**config.mk**
```make
export PLATFORM = sky130hd
export DESIGN_NAME = refcounted_buffer_pool_core
export DESIGN_NICKNAME = d
export VERILOG_FILES = /design/src/hdl/rbp_pkg.sv /design/src/hdl/refcounted_buffer_pool_core.sv /design/src/hdl/rbp_ctrl.sv /design/src/hdl/rbp_dp.sv
export SDC_FILE = /design/constraint.sdc
export NUM_CORES = 2
export LEC_CHECK = 0
export BUFFER_PORTS_ARGS = -buffer_cell sky130_fd_sc_hd__clkbuf_2
export CAP_MARGIN = 20
export CORE_MARGIN = 2
export CORE_UTILIZATION = 59
export CTS_BUF_LIST = sky130_fd_sc_hd__clkbuf_2
export CTS_CLUSTER_SIZE = 25
export DETAILED_ROUTE_END_ITERATION = 12
export PLACE_DENSITY = 0.76
export SYNTH_ARGS = -nofsm -noshare
export SYNTH_HDL_FRONTEND = slang
export SYNTH_SLANG_ARGS = --single-unit
export TNS_END_PERCENT = 1
```
**constraint.sdc**
```tcl
create_clock -name clk -period 9.7 [get_ports clk]
set_input_delay 1.94 -clock clk [delete_from_list [all_inputs] [get_ports clk]]
set_output_delay 1.94 -clock clk [all_outputs]
set_load 0.02 [all_outputs]
```
**src/hdl/rbp_pkg.sv**
```systemverilog
// rbp_pkg: shared types, codes and sizes for the refcounted buffer pool
// used by rbp_ctrl, rbp_dp and refcounted_buffer_pool_core; no dependencies
package rbp_pkg;

    // default sizes handed to the top level parameters
    localparam int NUM_ENTRIES_DEF = 64;
    localparam int REF_WIDTH_DEF   = 16;

    // reset entry counts of the two pools
    localparam int POOL0_RESET = 64;
    localparam int POOL1_RESET = 16;

    // field widths on the ports
    localparam int OP_W          = 2;
    localparam int IDX_FIELD_W   = 6;
    localparam int STATUS_W      = 3;
    localparam int REF_FIELD_W   = 16;
    localparam int CNT_FIELD_W   = 7;
    localparam int FAIL_W        = 32;
    localparam int CFG_DATA_W    = 7;
    localparam int IN_TDATA_W    = 8;
    localparam int OUT_TDATA_W   = 72;

    // request codes
    typedef enum logic [OP_W-1:0] {
        OP_ALLOC   = 2'd0,
        OP_TAKE    = 2'd1,
        OP_RELEASE = 2'd2
    } op_t;

    // result codes
    typedef enum logic [STATUS_W-1:0] {
        STATUS_OK        = 3'd0,
        STATUS_EXHAUSTED = 3'd1,
        STATUS_FREED     = 3'd2,
        STATUS_INVALID   = 3'd3,
        STATUS_SATURATED = 3'd4
    } status_t;

    // configuration register indexes
    typedef enum logic {
        CFG_STREAMING = 1'b0,
        CFG_CONTROL   = 1'b1
    } cfg_idx_t;

    // controller states
    typedef enum logic {
        S_IDLE = 1'b0,
        S_EXEC = 1'b1
    } state_t;

    // commands from controller to datapath
    typedef struct packed {
        logic rd_en;    // read memories for the accepted beat
        logic exec_en;  // update state and load the result register
    } ctrl_cmd_t;

endpackage

```
**src/hdl/refcounted_buffer_pool_core.sv**
```systemverilog
// refcounted_buffer_pool_core: top level of the two-pool refcounted buffer manager
// depends on rbp_pkg, rbp_ctrl and rbp_dp
//
//  port group   dir  beat contents
//  s_*          in   request: s_tdata = op, entry_index; s_tuser = pool_select
//  m_*          out  result: status, granted_index, ref_count, in_use, peak in use,
//                    failure count
//  cfg_*        in   register write: cfg_addr 0 streaming_entries, 1 control_entries
//
// each request has a read step for the free stack and reference count memories and
// an update step that writes them and loads the result register; a new request is
// taken once the block is back in idle, even while the last result is still waiting
// a stalled result holds the block in its update cycle until m_tready
// reset gives pool sizes 64 and 16, full free stacks and zero counts at once
module refcounted_buffer_pool_core
#(
    parameter int NUM_ENTRIES = rbp_pkg::NUM_ENTRIES_DEF,
    parameter int REF_WIDTH   = rbp_pkg::REF_WIDTH_DEF
)
(
    input  logic                             clk,
    input  logic                             rst_n,
    input  logic                             s_tvalid,
    output logic                             s_tready,
    input  logic [rbp_pkg::IN_TDATA_W-1:0]   s_tdata,  // op[1:0], entry_index[7:2]
    input  logic                             s_tuser,  // pool_select
    output logic                             m_tvalid,
    input  logic                             m_tready,
    // status[2:0], granted_index[8:3], ref_count[24:9], in_use[31:25],
    // peak_in_use[38:32], fail_count[70:39], zero[71]
    output logic [rbp_pkg::OUT_TDATA_W-1:0]  m_tdata,
    input  logic                             cfg_we,
    input  logic                             cfg_addr,
    input  logic [rbp_pkg::CFG_DATA_W-1:0]   cfg_wdata
);

    rbp_pkg::ctrl_cmd_t                cmd;
    logic [rbp_pkg::STATUS_W-1:0]      res_status;
    logic [rbp_pkg::IDX_FIELD_W-1:0]   res_granted;
    logic [rbp_pkg::REF_FIELD_W-1:0]   res_ref_count;
    logic [rbp_pkg::CNT_FIELD_W-1:0]   res_in_use;
    logic [rbp_pkg::CNT_FIELD_W-1:0]   res_peak_in_use;
    logic [rbp_pkg::FAIL_W-1:0]        res_failures;

    // sequencer
    rbp_ctrl u_ctrl
    (
        .clk      (clk),
        .rst_n    (rst_n),
        .s_tvalid (s_tvalid),
        .s_tready (s_tready),
        .m_tvalid (m_tvalid),
        .m_tready (m_tready),
        .cmd      (cmd)
    );

    // pool state and result
    rbp_dp
    #(
        .NUM_ENTRIES (NUM_ENTRIES),
        .REF_WIDTH   (REF_WIDTH)
    )
    u_dp
    (
        .clk             (clk),
        .rst_n           (rst_n),
        .cmd             (cmd),
        .in_op           (s_tdata[1:0]),
        .in_pool         (s_tuser),
        .in_index        (s_tdata[7:2]),
        .cfg_we          (cfg_we),
        .cfg_addr        (cfg_addr),
        .cfg_wdata       (cfg_wdata),
        .out_status      (res_status),
        .out_granted     (res_granted),
        .out_ref_count   (res_ref_count),
        .out_in_use      (res_in_use),
        .out_peak_in_use (res_peak_in_use),
        .out_failures    (res_failures)
    );

    // result beat packing
    assign m_tdata = {1'b0, res_failures, res_peak_in_use, res_in_use,
                      res_ref_count, res_granted, res_status};

`ifndef SYNTHESIS
    // a request is followed by its update cycle, never by another request
    assert property (@(posedge clk) disable iff (!rst_n)
        s_tvalid && s_tready |=> !s_tready)
        else $error("request taken back to back");

    // a new result only appears after an update cycle
    assert property (@(posedge clk) disable iff (!rst_n)
        $rose(m_tvalid) |-> $past(!s_tready))
        else $error("result without update cycle");

    // an exhausted pool grants nothing
    assert property (@(posedge clk) disable iff (!rst_n)
        m_tvalid && (m_tdata[2:0] == rbp_pkg::STATUS_EXHAUSTED) |-> (m_tdata[24:3] == '0))
        else $error("exhausted result carries an entry");
`endif

endmodule

```
**src/hdl/rbp_ctrl.sv**
```systemverilog
// rbp_ctrl: two-state sequencer and result-valid flag for the buffer pool
// depends on rbp_pkg
module rbp_ctrl
(
    input  logic              clk,
    input  logic              rst_n,
    input  logic              s_tvalid,
    output logic              s_tready,
    output logic              m_tvalid,
    input  logic              m_tready,
    output rbp_pkg::ctrl_cmd_t cmd
);

    rbp_pkg::state_t state_reg;
    rbp_pkg::state_t state_next;
    logic            out_valid_reg;
    logic            out_valid_next;
    logic            out_free;

    // result register can take a new beat
    assign out_free = !out_valid_reg || m_tready;

    // next state
    always_comb
    begin
        state_next = state_reg;
        unique case (state_reg)
            rbp_pkg::S_IDLE:
            begin
                if (s_tvalid)
                begin
                    state_next = rbp_pkg::S_EXEC;
                end
            end
            rbp_pkg::S_EXEC:
            begin
                if (out_free)
                begin
                    state_next = rbp_pkg::S_IDLE;
                end
            end
            default:
            begin
                state_next = rbp_pkg::S_IDLE;
            end
        endcase
    end

    // outputs
    always_comb
    begin
        s_tready    = 1'b0;
        cmd.rd_en   = 1'b0;
        cmd.exec_en = 1'b0;
        unique case (state_reg)
            rbp_pkg::S_IDLE:
            begin
                s_tready  = 1'b1;
                cmd.rd_en = s_tvalid;
            end
            rbp_pkg::S_EXEC:
            begin
                cmd.exec_en = out_free;
            end
            default:
            begin
                s_tready = 1'b0;
            end
        endcase
    end

    // result valid flag
    always_comb
    begin
        if (cmd.exec_en)
        begin
            out_valid_next = 1'b1;
        end
        else if (m_tready)
        begin
            out_valid_next = 1'b0;
        end
        else
        begin
            out_valid_next = out_valid_reg;
        end
    end

    always_ff @(posedge clk or negedge rst_n)
    begin
        if (!rst_n)
        begin
            state_reg     <= rbp_pkg::S_IDLE;
            out_valid_reg <= 1'b0;
        end
        else
        begin
            state_reg     <= state_next;
            out_valid_reg <= out_valid_next;
        end
    end

    assign m_tvalid = out_valid_reg;

endmodule

```
**src/hdl/rbp_dp.sv**
```systemverilog
// rbp_dp: free stacks, reference count memory, pool counters and result register
// depends on rbp_pkg; driven by rbp_ctrl commands
module rbp_dp
#(
    parameter int NUM_ENTRIES = rbp_pkg::NUM_ENTRIES_DEF,
    parameter int REF_WIDTH   = rbp_pkg::REF_WIDTH_DEF
)
(
    input  logic                               clk,
    input  logic                               rst_n,
    input  rbp_pkg::ctrl_cmd_t                 cmd,
    input  logic [rbp_pkg::OP_W-1:0]           in_op,
    input  logic                               in_pool,
    input  logic [rbp_pkg::IDX_FIELD_W-1:0]    in_index,
    input  logic                               cfg_we,
    input  logic                               cfg_addr,
    input  logic [rbp_pkg::CFG_DATA_W-1:0]     cfg_wdata,
    output logic [rbp_pkg::STATUS_W-1:0]       out_status,
    output logic [rbp_pkg::IDX_FIELD_W-1:0]    out_granted,
    output logic [rbp_pkg::REF_FIELD_W-1:0]    out_ref_count,
    output logic [rbp_pkg::CNT_FIELD_W-1:0]    out_in_use,
    output logic [rbp_pkg::CNT_FIELD_W-1:0]    out_peak_in_use,
    output logic [rbp_pkg::FAIL_W-1:0]         out_failures
);

    localparam int IDX_W  = (NUM_ENTRIES > 1) ? $clog2(NUM_ENTRIES) : 1;
    localparam int CNT_W  = $clog2(NUM_ENTRIES + 1);
    localparam int ADDR_W = IDX_W + 1;
    localparam int DEPTH  = 2 ** ADDR_W;
    localparam int CMP_W  = (CNT_W > rbp_pkg::IDX_FIELD_W) ? CNT_W : rbp_pkg::IDX_FIELD_W;
    localparam int RST0   = (rbp_pkg::POOL0_RESET > NUM_ENTRIES) ? NUM_ENTRIES
                                                                  : rbp_pkg::POOL0_RESET;
    localparam int RST1   = (rbp_pkg::POOL1_RESET > NUM_ENTRIES) ? NUM_ENTRIES
                                                                  : rbp_pkg::POOL1_RESET;
    localparam logic [REF_WIDTH-1:0] REF_MAX = {REF_WIDTH{1'b1}};

    // per-pool state
    logic [CNT_W-1:0]              cfg_entries_reg [2];
    logic [CNT_W-1:0]              free_top_reg    [2];
    logic [CNT_W-1:0]              in_use_reg      [2];
    logic [CNT_W-1:0]              high_water_reg  [2];
    logic [rbp_pkg::FAIL_W-1:0]    fail_reg        [2];
    logic [NUM_ENTRIES-1:0]        stack_vld_reg   [2];
    logic [NUM_ENTRIES-1:0]        ref_vld_reg     [2];

    // memories, both pools side by side, pool in the top address bit
    logic [IDX_W-1:0]              stack_mem [DEPTH];
    logic [REF_WIDTH-1:0]          ref_mem   [DEPTH];

    // read stage registers
    logic [rbp_pkg::OP_W-1:0]        op_reg;
    logic                            pool_reg;
    logic [rbp_pkg::IDX_FIELD_W-1:0] index_reg;
    logic [IDX_W-1:0]                pos_reg;
    logic [IDX_W-1:0]                stack_rd_reg;
    logic                            stack_hit_reg;
    logic [REF_WIDTH-1:0]            ref_rd_reg;
    logic                            ref_hit_reg;

    // result registers
    logic [rbp_pkg::STATUS_W-1:0]    status_reg;
    logic [rbp_pkg::IDX_FIELD_W-1:0] granted_reg;
    logic [rbp_pkg::REF_FIELD_W-1:0] ref_count_reg;
    logic [rbp_pkg::CNT_FIELD_W-1:0] in_use_out_reg;
    logic [rbp_pkg::CNT_FIELD_W-1:0] max_out_reg;
    logic [rbp_pkg::FAIL_W-1:0]      fail_out_reg;

    // read addresses
    logic [CNT_W-1:0] rd_top;
    logic [IDX_W-1:0] rd_pos;
    logic [IDX_W-1:0] rd_idx;

    // execute stage signals
    logic [CNT_W-1:0]                top;
    logic [CNT_W-1:0]                in_use;
    logic [CNT_W-1:0]                high_water;
    logic [rbp_pkg::FAIL_W-1:0]      fail;
    logic [CNT_W-1:0]                top_next;
    logic [CNT_W-1:0]                in_use_next;
    logic [CNT_W-1:0]                high_water_next;
    logic [rbp_pkg::FAIL_W-1:0]      fail_next;
    rbp_pkg::status_t                status_next;
    logic [rbp_pkg::IDX_FIELD_W-1:0] granted_next;
    logic [REF_WIDTH-1:0]            count_next;
    logic [REF_WIDTH-1:0]            cur_ref;
    logic [IDX_W-1:0]                pop_idx;
    logic [IDX_W-1:0]                entry_idx;
    logic                            in_range;
    logic                            stack_we;
    logic [IDX_W-1:0]                stack_wpos;
    logic [IDX_W-1:0]                stack_wdata;
    logic                            ref_we;
    logic [IDX_W-1:0]                ref_wpos;
    logic [REF_WIDTH-1:0]            ref_wdata;

    // configuration clamp
    logic [31:0]      cfg_wide;
    logic [CNT_W-1:0] cfg_clamped;

    // read addresses from the incoming beat
    assign rd_top = free_top_reg[in_pool];
    assign rd_pos = IDX_W'(rd_top - 1'b1);
    assign rd_idx = IDX_W'(in_index);

    // read stage: capture request and registered memory reads
    always_ff @(posedge clk)
    begin
        if (cmd.rd_en)
        begin
            op_reg        <= in_op;
            pool_reg      <= in_pool;
            index_reg     <= in_index;
            pos_reg       <= rd_pos;
            stack_rd_reg  <= stack_mem[{in_pool, rd_pos}];
            stack_hit_reg <= stack_vld_reg[in_pool][rd_pos];
            ref_rd_reg    <= ref_mem[{in_pool, rd_idx}];
            ref_hit_reg   <= ref_vld_reg[in_pool][rd_idx];
        end
    end

    // execute stage: decide the operation
    always_comb
    begin
        top             = free_top_reg[pool_reg];
        in_use          = in_use_reg[pool_reg];
        high_water      = high_water_reg[pool_reg];
        fail            = fail_reg[pool_reg];
        top_next        = top;
        in_use_next     = in_use;
        high_water_next = high_water;
        fail_next       = fail;
        status_next     = rbp_pkg::STATUS_OK;
        granted_next    = '0;
        count_next      = '0;
        // entries never written since the pool was set up read as fresh
        cur_ref         = ref_hit_reg ? ref_rd_reg : '0;
        pop_idx         = stack_hit_reg ? stack_rd_reg : pos_reg;
        entry_idx       = IDX_W'(index_reg);
        in_range        = (CMP_W'(index_reg) < CMP_W'(cfg_entries_reg[pool_reg]))
                          && (CMP_W'(index_reg) < CMP_W'(NUM_ENTRIES));
        stack_we        = 1'b0;
        stack_wpos      = IDX_W'(top);
        stack_wdata     = entry_idx;
        ref_we          = 1'b0;
        ref_wpos        = entry_idx;
        ref_wdata       = '0;
        unique case (op_reg)
            rbp_pkg::OP_ALLOC:
            begin
                if (top == '0 || top > CNT_W'(NUM_ENTRIES))
                begin
                    status_next = rbp_pkg::STATUS_EXHAUSTED;
                    if (fail != '1)
                    begin
                        fail_next = fail + 1'b1;
                    end
                end
                else
                begin
                    top_next     = top - 1'b1;
                    granted_next = rbp_pkg::IDX_FIELD_W'(pop_idx);
                    ref_we       = 1'b1;
                    ref_wpos     = pop_idx;
                    ref_wdata    = REF_WIDTH'(1);
                    count_next   = REF_WIDTH'(1);
                    in_use_next  = in_use + 1'b1;
                    if (in_use_next > high_water)
                    begin
                        high_water_next = in_use_next;
                    end
                end
            end
            rbp_pkg::OP_TAKE:
            begin
                granted_next = index_reg;
                if (!in_range || cur_ref == '0)
                begin
                    status_next = rbp_pkg::STATUS_INVALID;
                end
                else if (cur_ref == REF_MAX)
                begin
                    status_next = rbp_pkg::STATUS_SATURATED;
                    count_next  = cur_ref;
                end
                else
                begin
                    count_next = cur_ref + 1'b1;
                    ref_we     = 1'b1;
                    ref_wdata  = count_next;
                end
            end
            rbp_pkg::OP_RELEASE:
            begin
                granted_next = index_reg;
                if (!in_range || cur_ref == '0)
                begin
                    status_next = rbp_pkg::STATUS_INVALID;
                end
                else
                begin
                    count_next = cur_ref - 1'b1;
                    ref_we     = 1'b1;
                    ref_wdata  = count_next;
                    // last reference gone: push the entry back
                    if (count_next == '0)
                    begin
                        status_next = rbp_pkg::STATUS_FREED;
                        if (top < CNT_W'(NUM_ENTRIES))
                        begin
                            stack_we = 1'b1;
                            top_next = top + 1'b1;
                        end
                        if (in_use != '0)
                        begin
                            in_use_next = in_use - 1'b1;
                        end
                    end
                end
            end
            default:
            begin
                status_next = rbp_pkg::STATUS_INVALID;
            end
        endcase
    end

    // clamp a written entry count to 1..NUM_ENTRIES
    always_comb
    begin
        cfg_wide = 32'(cfg_wdata);
        if (cfg_wide == 32'd0)
        begin
            cfg_wide = 32'd1;
        end
        else if (cfg_wide > 32'(NUM_ENTRIES))
        begin
            cfg_wide = 32'(NUM_ENTRIES);
        end
        cfg_clamped = CNT_W'(cfg_wide);
    end

    // pool counters and valid bits
    always_ff @(posedge clk or negedge rst_n)
    begin
        if (!rst_n)
        begin
            cfg_entries_reg[0] <= CNT_W'(RST0);
            cfg_entries_reg[1] <= CNT_W'(RST1);
            free_top_reg[0]    <= CNT_W'(RST0);
            free_top_reg[1]    <= CNT_W'(RST1);
            in_use_reg[0]      <= '0;
            in_use_reg[1]      <= '0;
            high_water_reg[0]  <= '0;
            high_water_reg[1]  <= '0;
            fail_reg[0]        <= '0;
            fail_reg[1]        <= '0;
            stack_vld_reg[0]   <= '0;
            stack_vld_reg[1]   <= '0;
            ref_vld_reg[0]     <= '0;
            ref_vld_reg[1]     <= '0;
        end
        else if (cfg_we)
        begin
            // rewrite of a pool size sets that pool up afresh, but keeps its peak and failure counts
            cfg_entries_reg[cfg_addr] <= cfg_clamped;
            free_top_reg[cfg_addr]    <= cfg_clamped;
            in_use_reg[cfg_addr]      <= '0;
            stack_vld_reg[cfg_addr]   <= '0;
            ref_vld_reg[cfg_addr]     <= '0;
        end
        else if (cmd.exec_en)
        begin
            free_top_reg[pool_reg]   <= top_next;
            in_use_reg[pool_reg]     <= in_use_next;
            high_water_reg[pool_reg] <= high_water_next;
            fail_reg[pool_reg]       <= fail_next;
            if (stack_we)
            begin
                stack_vld_reg[pool_reg][stack_wpos] <= 1'b1;
            end
            if (ref_we)
            begin
                ref_vld_reg[pool_reg][ref_wpos] <= 1'b1;
            end
        end
    end

    // memory writes
    always_ff @(posedge clk)
    begin
        if (cmd.exec_en && stack_we)
        begin
            stack_mem[{pool_reg, stack_wpos}] <= stack_wdata;
        end
        if (cmd.exec_en && ref_we)
        begin
            ref_mem[{pool_reg, ref_wpos}] <= ref_wdata;
        end
    end

    // result register
    always_ff @(posedge clk)
    begin
        if (cmd.exec_en)
        begin
            status_reg     <= status_next;
            granted_reg    <= granted_next;
            ref_count_reg  <= rbp_pkg::REF_FIELD_W'(count_next);
            in_use_out_reg <= rbp_pkg::CNT_FIELD_W'(in_use_next);
            max_out_reg    <= rbp_pkg::CNT_FIELD_W'(high_water_next);
            fail_out_reg   <= fail_next;
        end
    end

    assign out_status      = status_reg;
    assign out_granted     = granted_reg;
    assign out_ref_count   = ref_count_reg;
    assign out_in_use      = in_use_out_reg;
    assign out_peak_in_use = max_out_reg;
    assign out_failures    = fail_out_reg;

endmodule
```
# Word-level counts from Yosys, hierarchy flattened
# Memory sizes are Yosys's and may differ from the RTL's. A register that Yosys moved wholly into a read port is not among the register bits.
# Index checks and enable logic that the tools add are counted.
dict set report word_totals {
  word_cells 214
  out_inout_bits 74
  reg_bits 466
  ramBits 2816
  memories 2
  in_bits 22
}
dict set report classes {
  n_eq_ne 4
  n_bitwise 12
  n_mux 119
  order_cmp 16
  n_reduce_logical 25
  n_addsub 8
}
# name words word_bits read_ports rd_clocked_by_memory_dff wr line_no
set memory_table {}
lappend memory_table {u_dp.ref_mem 128 16 1 1 1 rbp_dp.sv:48} ;# logic [REF_WIDTH-1:0] ref_mem [DEPTH];
lappend memory_table {u_dp.stack_mem 128 6 1 1 1 rbp_dp.sv:47} ;# logic [IDX_W-1:0] stack_mem [DEPTH];
# operator n
set ops {}
lappend ops {{128-bit 2-to-1 mux} 6}
lappend ops {{64-bit 2-to-1 mux} 9}
lappend ops {{128-bit bitwise AND} 2}
lappend ops {{128-bit OR} 2}
lappend ops {{32-bit 2-to-1 mux} 7}
lappend ops {{64-bit demux with 1-bit select} 3}
lappend ops {{7-bit 2-to-1 mux} 27}
lappend ops {{128-bit inverter} 1}
lappend ops {{16-bit 2-to-1 mux} 6}
lappend ops {{16-bit one-hot mux with 3 select lines} 2}
lappend ops {{14-bit bitwise mux} 5}
lappend ops {{64-bit bitwise mux} 1}
lappend ops {{14-bit 2-to-1 mux} 4}
lappend ops {{6-bit 2-to-1 mux} 7}
lappend ops {{32-bit by 1-bit adder with 32-bit output (second input constant)} 1}
lappend ops {{32-bit demux with 1-bit select} 1}
lappend ops {{16-bit logical NOT} 2}
lappend ops {{32-bit inequality test (second input constant)} 1}
lappend ops {{6-bit by 7-bit less-than comparator with 1-bit output (second input constant)} 4}
lappend ops {{7-bit one-hot mux with 2 select lines} 2}
lappend ops {{1-bit 2-to-1 mux} 25}
lappend ops {{16-bit by 1-bit adder with 16-bit output (second input constant)} 1}
lappend ops {{16-bit == test (second input constant)} 1}
lappend ops {{16-bit by 1-bit subtractor with 16-bit output (second input constant)} 1}
lappend ops {{34 further kinds} 63}

# Logic depth before layout (Yosys ltp)
dict set report depth {
  word_depth 18
  mapped_depth 23
  mapped_depth_nobuf 14
}

# By module
# Synthesis repeated with hierarchy kept, for this count alone.
dict set report hier_totals {
  hier_cells 7541
  hier_area_um2 133377.9
}
# module area_each_um2 n_inst seq_area_each_um2 cells_per_inst
set modules_own_cells {}
lappend modules_own_cells {rbp_dp 133265.3 1 97278.3 7530}
lappend modules_own_cells {rbp_ctrl 101.3 1 50.0 9}
lappend modules_own_cells {refcounted_buffer_pool_core 11.3 1 0.0 2}

# Worst setup path after synthesis
# No wires, ideal clock.
dict set report synth_path {
  path_type {register to register}
  startpoint {register u_dp.pool_reg}
  endpoint {memory u_dp.ref_mem[0][9] (netlist bit) (data pin)}
  setup_ns 1.239
  path_stages_with_launch 18
  slack_ns -0.755
  arrival_ns 9.217
  period_less_slack_ns 10.455
  path_cell_list {edfxtp_1 > buf_4 > buf_6 > buf_2 > buf_2 > buf_2 > buf_2 > buf_2 > buf_2 > buf_2 > mux2i_1 > ha_1 > or3_1 > o221ai_1 > a221oi_1 > nor2_2 > nand3b_1 > o32ai_1}
}
dict set report synth_between {
  elab_chain_len 9
}
# item line_no
set synth_lines {}
lappend synth_lines {{from (decl)} rbp_dp.sv:52} ;# logic pool_reg;
lappend synth_lines {{from (signal assigned)} rbp_dp.sv:111} ;# pool_reg <= in_pool;
lappend synth_lines {{1-bit inverter with 2-bit output (implied by the code) (*)} rbp_dp.sv:139} ;# in_range = (CMP_W'(index_reg) < CMP_W'(cfg_entries_reg[pool_reg]))
lappend synth_lines {{7-bit 2-to-1 mux (implied by the code) (*) (3 in a row)} rbp_dp.sv:139}
lappend synth_lines {{6-bit by 7-bit less-than comparator with 1-bit output (*)} rbp_dp.sv:139}
lappend synth_lines {{1-bit logical NOT (*)} {rbp_dp.sv:176, rbp_dp.sv:195}}
lappend synth_lines {{1-bit logical OR (*)} {rbp_dp.sv:176, rbp_dp.sv:195}}
lappend synth_lines {{16-bit 2-to-1 mux (on tied branches)} {rbp_dp.sv:195, rbp_dp.sv:176}}
lappend synth_lines {{16-bit one-hot mux with 3 select lines (*)} rbp_dp.sv:147} ;# unique case (op_reg)
lappend synth_lines {{named net u_dp.ref_wdata[9]} rbp_dp.sv:94} ;# logic [REF_WIDTH-1:0] ref_wdata;
lappend synth_lines {{to (decl)} rbp_dp.sv:48}
# Mark *: on every way through the listed nets, which the timed path passes. The rest lies on a longest branch. The select of a mux whose other input is x is not followed.

# Worst setup path in the final report
dict set report layout_path {
  startpoint {register u_dp.pool_reg}
  endpoint {memory u_dp.ref_mem[33][12] (netlist bit), enable pin}
}
dict set report layout_between {
  elab_chain_len 12
}
# item line_no
set layout_lines {}
lappend layout_lines {{1-bit inverter with 2-bit output (implied by the code)} {rbp_dp.sv:124, rbp_dp.sv:139}}
lappend layout_lines {{7-bit 2-to-1 mux (implied by the code) (3 in a row)} rbp_dp.sv:139}
lappend layout_lines {{6-bit by 7-bit less-than comparator with 1-bit output} rbp_dp.sv:139}
lappend layout_lines {{1-bit logical NOT} {rbp_dp.sv:176, rbp_dp.sv:195}}
lappend layout_lines {{1-bit logical OR} {rbp_dp.sv:176, rbp_dp.sv:195}}
lappend layout_lines {{1-bit 2-to-1 mux (on tied branches)} {rbp_dp.sv:195, rbp_dp.sv:176}}
lappend layout_lines {{1-bit one-hot mux with 3 select lines} rbp_dp.sv:147}
lappend layout_lines {{1-bit logical AND} rbp_dp.sv:295} ;# if (cmd.exec_en && ref_we)
lappend layout_lines {{1-bit 2-to-1 mux} rbp_dp.sv:295}
lappend layout_lines {{1-bit 2-to-1 mux (implied by the code)} rbp_dp.sv:297} ;# ref_mem[{pool_reg, ref_wpos}] <= ref_wdata;
# Parallel ways exist; a longest one is shown, timed or not. The select of a mux whose other input is x is not followed.

==> results.yml <==
synth:
  async_flop_share: 0.114
  synth_edf_count: 2926
  syn_area_mm2: 0.134
  yosys_warnings: 0
  synthDistinctLibCells: 100
  synth_area_leaders: "edfxtp_1 (66%), mux4_2 (13%), dfrtp_1 (7.0%)"
  yosys.area.top_type: "edfxtp_1"
  syn_avg_cell_area_um2: 17.8
  yosys_register_bits: 3304
  ys.flop_type: "edfxtp_1"
  synth.top_cell.area_share: 0.655
  syn_inst: 7543
  synth-seq-area-share: 0.726
  syn-num-nets: 7593
final_layout:
  largest_reg_flops: 2048
  top_regs: "u_dp.ref_mem: 2048 flops, u_dp.stack_mem: 768 flops"
  syn2layout_area_growth_pct: 8.82
  finalNonFillerCells: 11900
  nets: 8281
  largest-register: "u_dp.ref_mem"
  drive_above_1_share: 0.282
clocking:
  clk_pin_slew_ps: 110
  cts_tree: "built"
  cts_resized: 0
  insertion_delay_ps: 2050
  cts_sinks: 3304
  post_cts_buffers: 0
  h-tree-depth: 6
  cts_hold_buf: 1
  cts_buffers: 795
  cts_buffer_depth: 4
  clockRootBuffer: "clkbuf_2"
floorplanning:
  rows: 175
  die_width_um: 481
  ioPinCount: 96
  initial_core_util: 0.592
  core-area_mm2: 0.227
  die_h_um: 481
  die_area_mm2: 0.231
placement:
  dp.cells: 10400
  dpl.hpwl_um: 199000
  place_congestion: 0.922
  place_ws_ps: 2410
  port_buffers: 94
worst_setup_path:
  crit_path_start_kind: "flip-flop"
  worstPathMaxFanout: 45
  reg2reg_slack_ps: 3230
  r2r_cells: 14
  critPathKind: "flip-flop to flip-flop"
  worstPathRequired_ps: 11290
  endpoint_kind: "flip-flop"
  critPathArrivalTime_ps: 8050
global_route:
  overflow: 0
  grt_use_total: 0.294
  grt_first_pass_wirelength_um: 498000
  grt_pass1_vias: 76000
  grt_antenna_before_repair: 21
  grt_max_degree: 161
sta:
  rsz0062_at_grt: "false"
  period_needed_ps: 6470
  setup_ws_ps: 3230
  maxSlewViolCount: 0
  worstMarginPinSlew_ps: 1280
  period_share: 0.667
  hold_viol: 0
  setup_violations: 0
  clock_skew_ps: 240
  timing.fmax_mhz: 155
  relSlewSlack: 0.145
route:
  drc: 0
  dr.pass1.iters: 6
  first_iter_violations: 10600
  wl_per_cell_um: 28.5
  via_per_inst: 6.45
  num_vias: 76600
  drt-total-wl_um: 339000
  route.antenna.remaining_nets: 0
power:
  leakagePower_nw: 50.8
  peakVddDrop_uv: 464
  p_per_area_mw_per_mm2: 224
hold_path:
  hold_path_class: "primary input to flip-flop"
  whs_path_depth: 1
run:
  cap_violations: 0
status:
  status: "complete, no violations"
==> placed cells by master (no fill, tap or decap), types with 11 or more instances in the layout <==
master,Yosys,layout
and2_1,21,21
diode_2,0,19
xnor2_1,57,56
a31oi_1,18,17
or3_1,11,11
mux4_2,768,768
nand3b_1,16,16
o22ai_1,15,14
a21bo_2,11,11
a311oi_1,29,29
nand2b_1,20,18
buf_4,28,246
o31ai_1,15,15
nor4_1,17,16
mux2i_1,274,274
bufinv_16,0,12
a21oi_1,158,153
a21o_1,19,19
nor3_1,61,60
o21ai_1,40,40
clkinv_1,2,199
nor2_1,379,378
edfxtp_1,2926,2926
and3_1,38,38
mux2_2,66,65
dfrtp_1,374,372
nand3_1,240,240
a22oi_1,11,11
xor2_1,45,45
clkbuf_2,1,1241
o21ai_0,212,210
a22o_1,62,61
clkinv_2,0,22
ha_1,28,28
nor2b_1,21,20
nand2_1,867,863
a211oi_1,20,20
inv_1,30,29
nand4_1,28,28
==> synth_stat cells (11+ instances only) <==
cell	n
nor3_1	61
a22oi_1	11
xnor2_1	57
nor2b_1	21
nand4_1	28
o22ai_1	15
nor4_1	17
a311oi_1	29
nor2_1	379
dfrtp_1	374
inv_1	30
o21ai_1	40
a21bo_2	11
o21a_1	11
a211oi_1	20
buf_4	28
a22o_1	62
and3_1	38
clkbuf_1	258
a21o_1	19
nand2b_1	20
o21ai_0	212
nand2_1	867
and2_1	21
xor2_1	45
a21oi_1	158
nand3_1	240
nand3b_1	16
mux4_2	768
mux2_2	66
ha_1	28
o31ai_1	15
buf_2	96
buf_1	68
or3_1	11
a31oi_1	18
mux2i_1	274
edfxtp_1	2926
==> final timing paths <==
check                                        from               endpoint
worst max-delay path                u_dp.pool_reg   u_dp.ref_mem[33][12]
worst min-delay path                   s_tdata[1]         u_dp.op_reg[1]
worst max register to register      u_dp.pool_reg   u_dp.ref_mem[33][12]
worst min register to register  u_dp.fail_reg[30]      u_dp.fail_reg[30]
max in group asynchronous                   rst_n  u_dp.ref_vld_reg[116]
min in group asynchronous                   rst_n      u_dp.fail_reg[55]
==> logic make-up (layout without fill, tap and decap cells) <==
| kind of cell | after synthesis | in the layout | share of synthesized area |
|---|---|---|---|
| flops | 3304 | 3304 | 0.726 |
| simple gates | 1793 | 1793 | 0.0597 |
| mux | 1109 | 1109 | 0.155 |
| compound gates | 709 | 709 | 0.0341 |
| buf+inv | 496 | 1794 | 0.0161 |
| xor+xnor | 103 | 103 | 0.00678 |
| fa+ha+maj | 28 | 28 | 0.00261 |
| other cells | 1 | 20 | 0.0000280 |
==> per-layer routing <==
| metal | GRT usage | up-vias | share of wire | wire length [um] |
|---|---|---|---|---|
| met1 | 0.418 | 39000 | 0.38 | 129000 |
| met3 | 0.0681 | 732 | 0.11 | 38300 |
| met4 | 0.109 | 10 | 0.035 | 11700 |
| met5 | 0 | - | 0.00017 | 57 |
| li1 | - | 31800 | - | - |
| met2 | 0.450 | 5055 | 0.47 | 160000 |
==> worst max-delay path, cell delays in order, from the launching register on <==
cell and delay (ps):
edfxtp_1 730, buf_4 660, mux2i_1 300, buf_4 240
inv_1 150, ha_1 260, o221a_2 170, o211ai_1 790
buf_4 320, mux2i_1 110, a211oi_2 330, nand2_1 480
buf_4 420, nor2_1 730, buf_4 370
==> where the power goes <==
part | internal, mW | switching, mW
Sequential | 16.4 | 0.236
Combinational | 2.18 | 5.04
Clock | 3.51 | 5.44
Total | 22.0 | 10.7
==> per-stage QoR <==
| stage | hold slack (ps) | utilization | power [mW] | cell area, um^2 | setup TNS, ps |
|---|---|---|---|---|---|
| after global placement | 447 | 0.612 | 23.8 | 139000 | 0 |
| after global routing | 39.5 | 0.644 | 34.1 | 146000 | 0 |
| after floorplan | 438 | - | 21.6 | 134000 | -143120 |
| after detailed placement | 460 | 0.612 | 24.0 | 139000 | 0 |
| after CTS | 54.5 | 0.643 | 32.8 | 146000 | 0 |
| final | 205 | 0.644 | 32.8 | 146000 | 0 |
==> cell type report <==
| class | instances | area, um^2 |
|---|---|---|
| sequential | 3304 | 97300 |
| fill | 15700 | 80700 |
| multi-input combinational | 3743 | 34900 |
| clock buffer | 1154 | 5780 |
| tap | 3009 | 3760 |
| timing repair buffer | 352 | 2660 |
| clock inverter | 253 | 1350 |
| inverter | 35 | 150 |
| antenna | 19 | 47.5 |
Note: power is estimated with default switching activity, not from simulation.
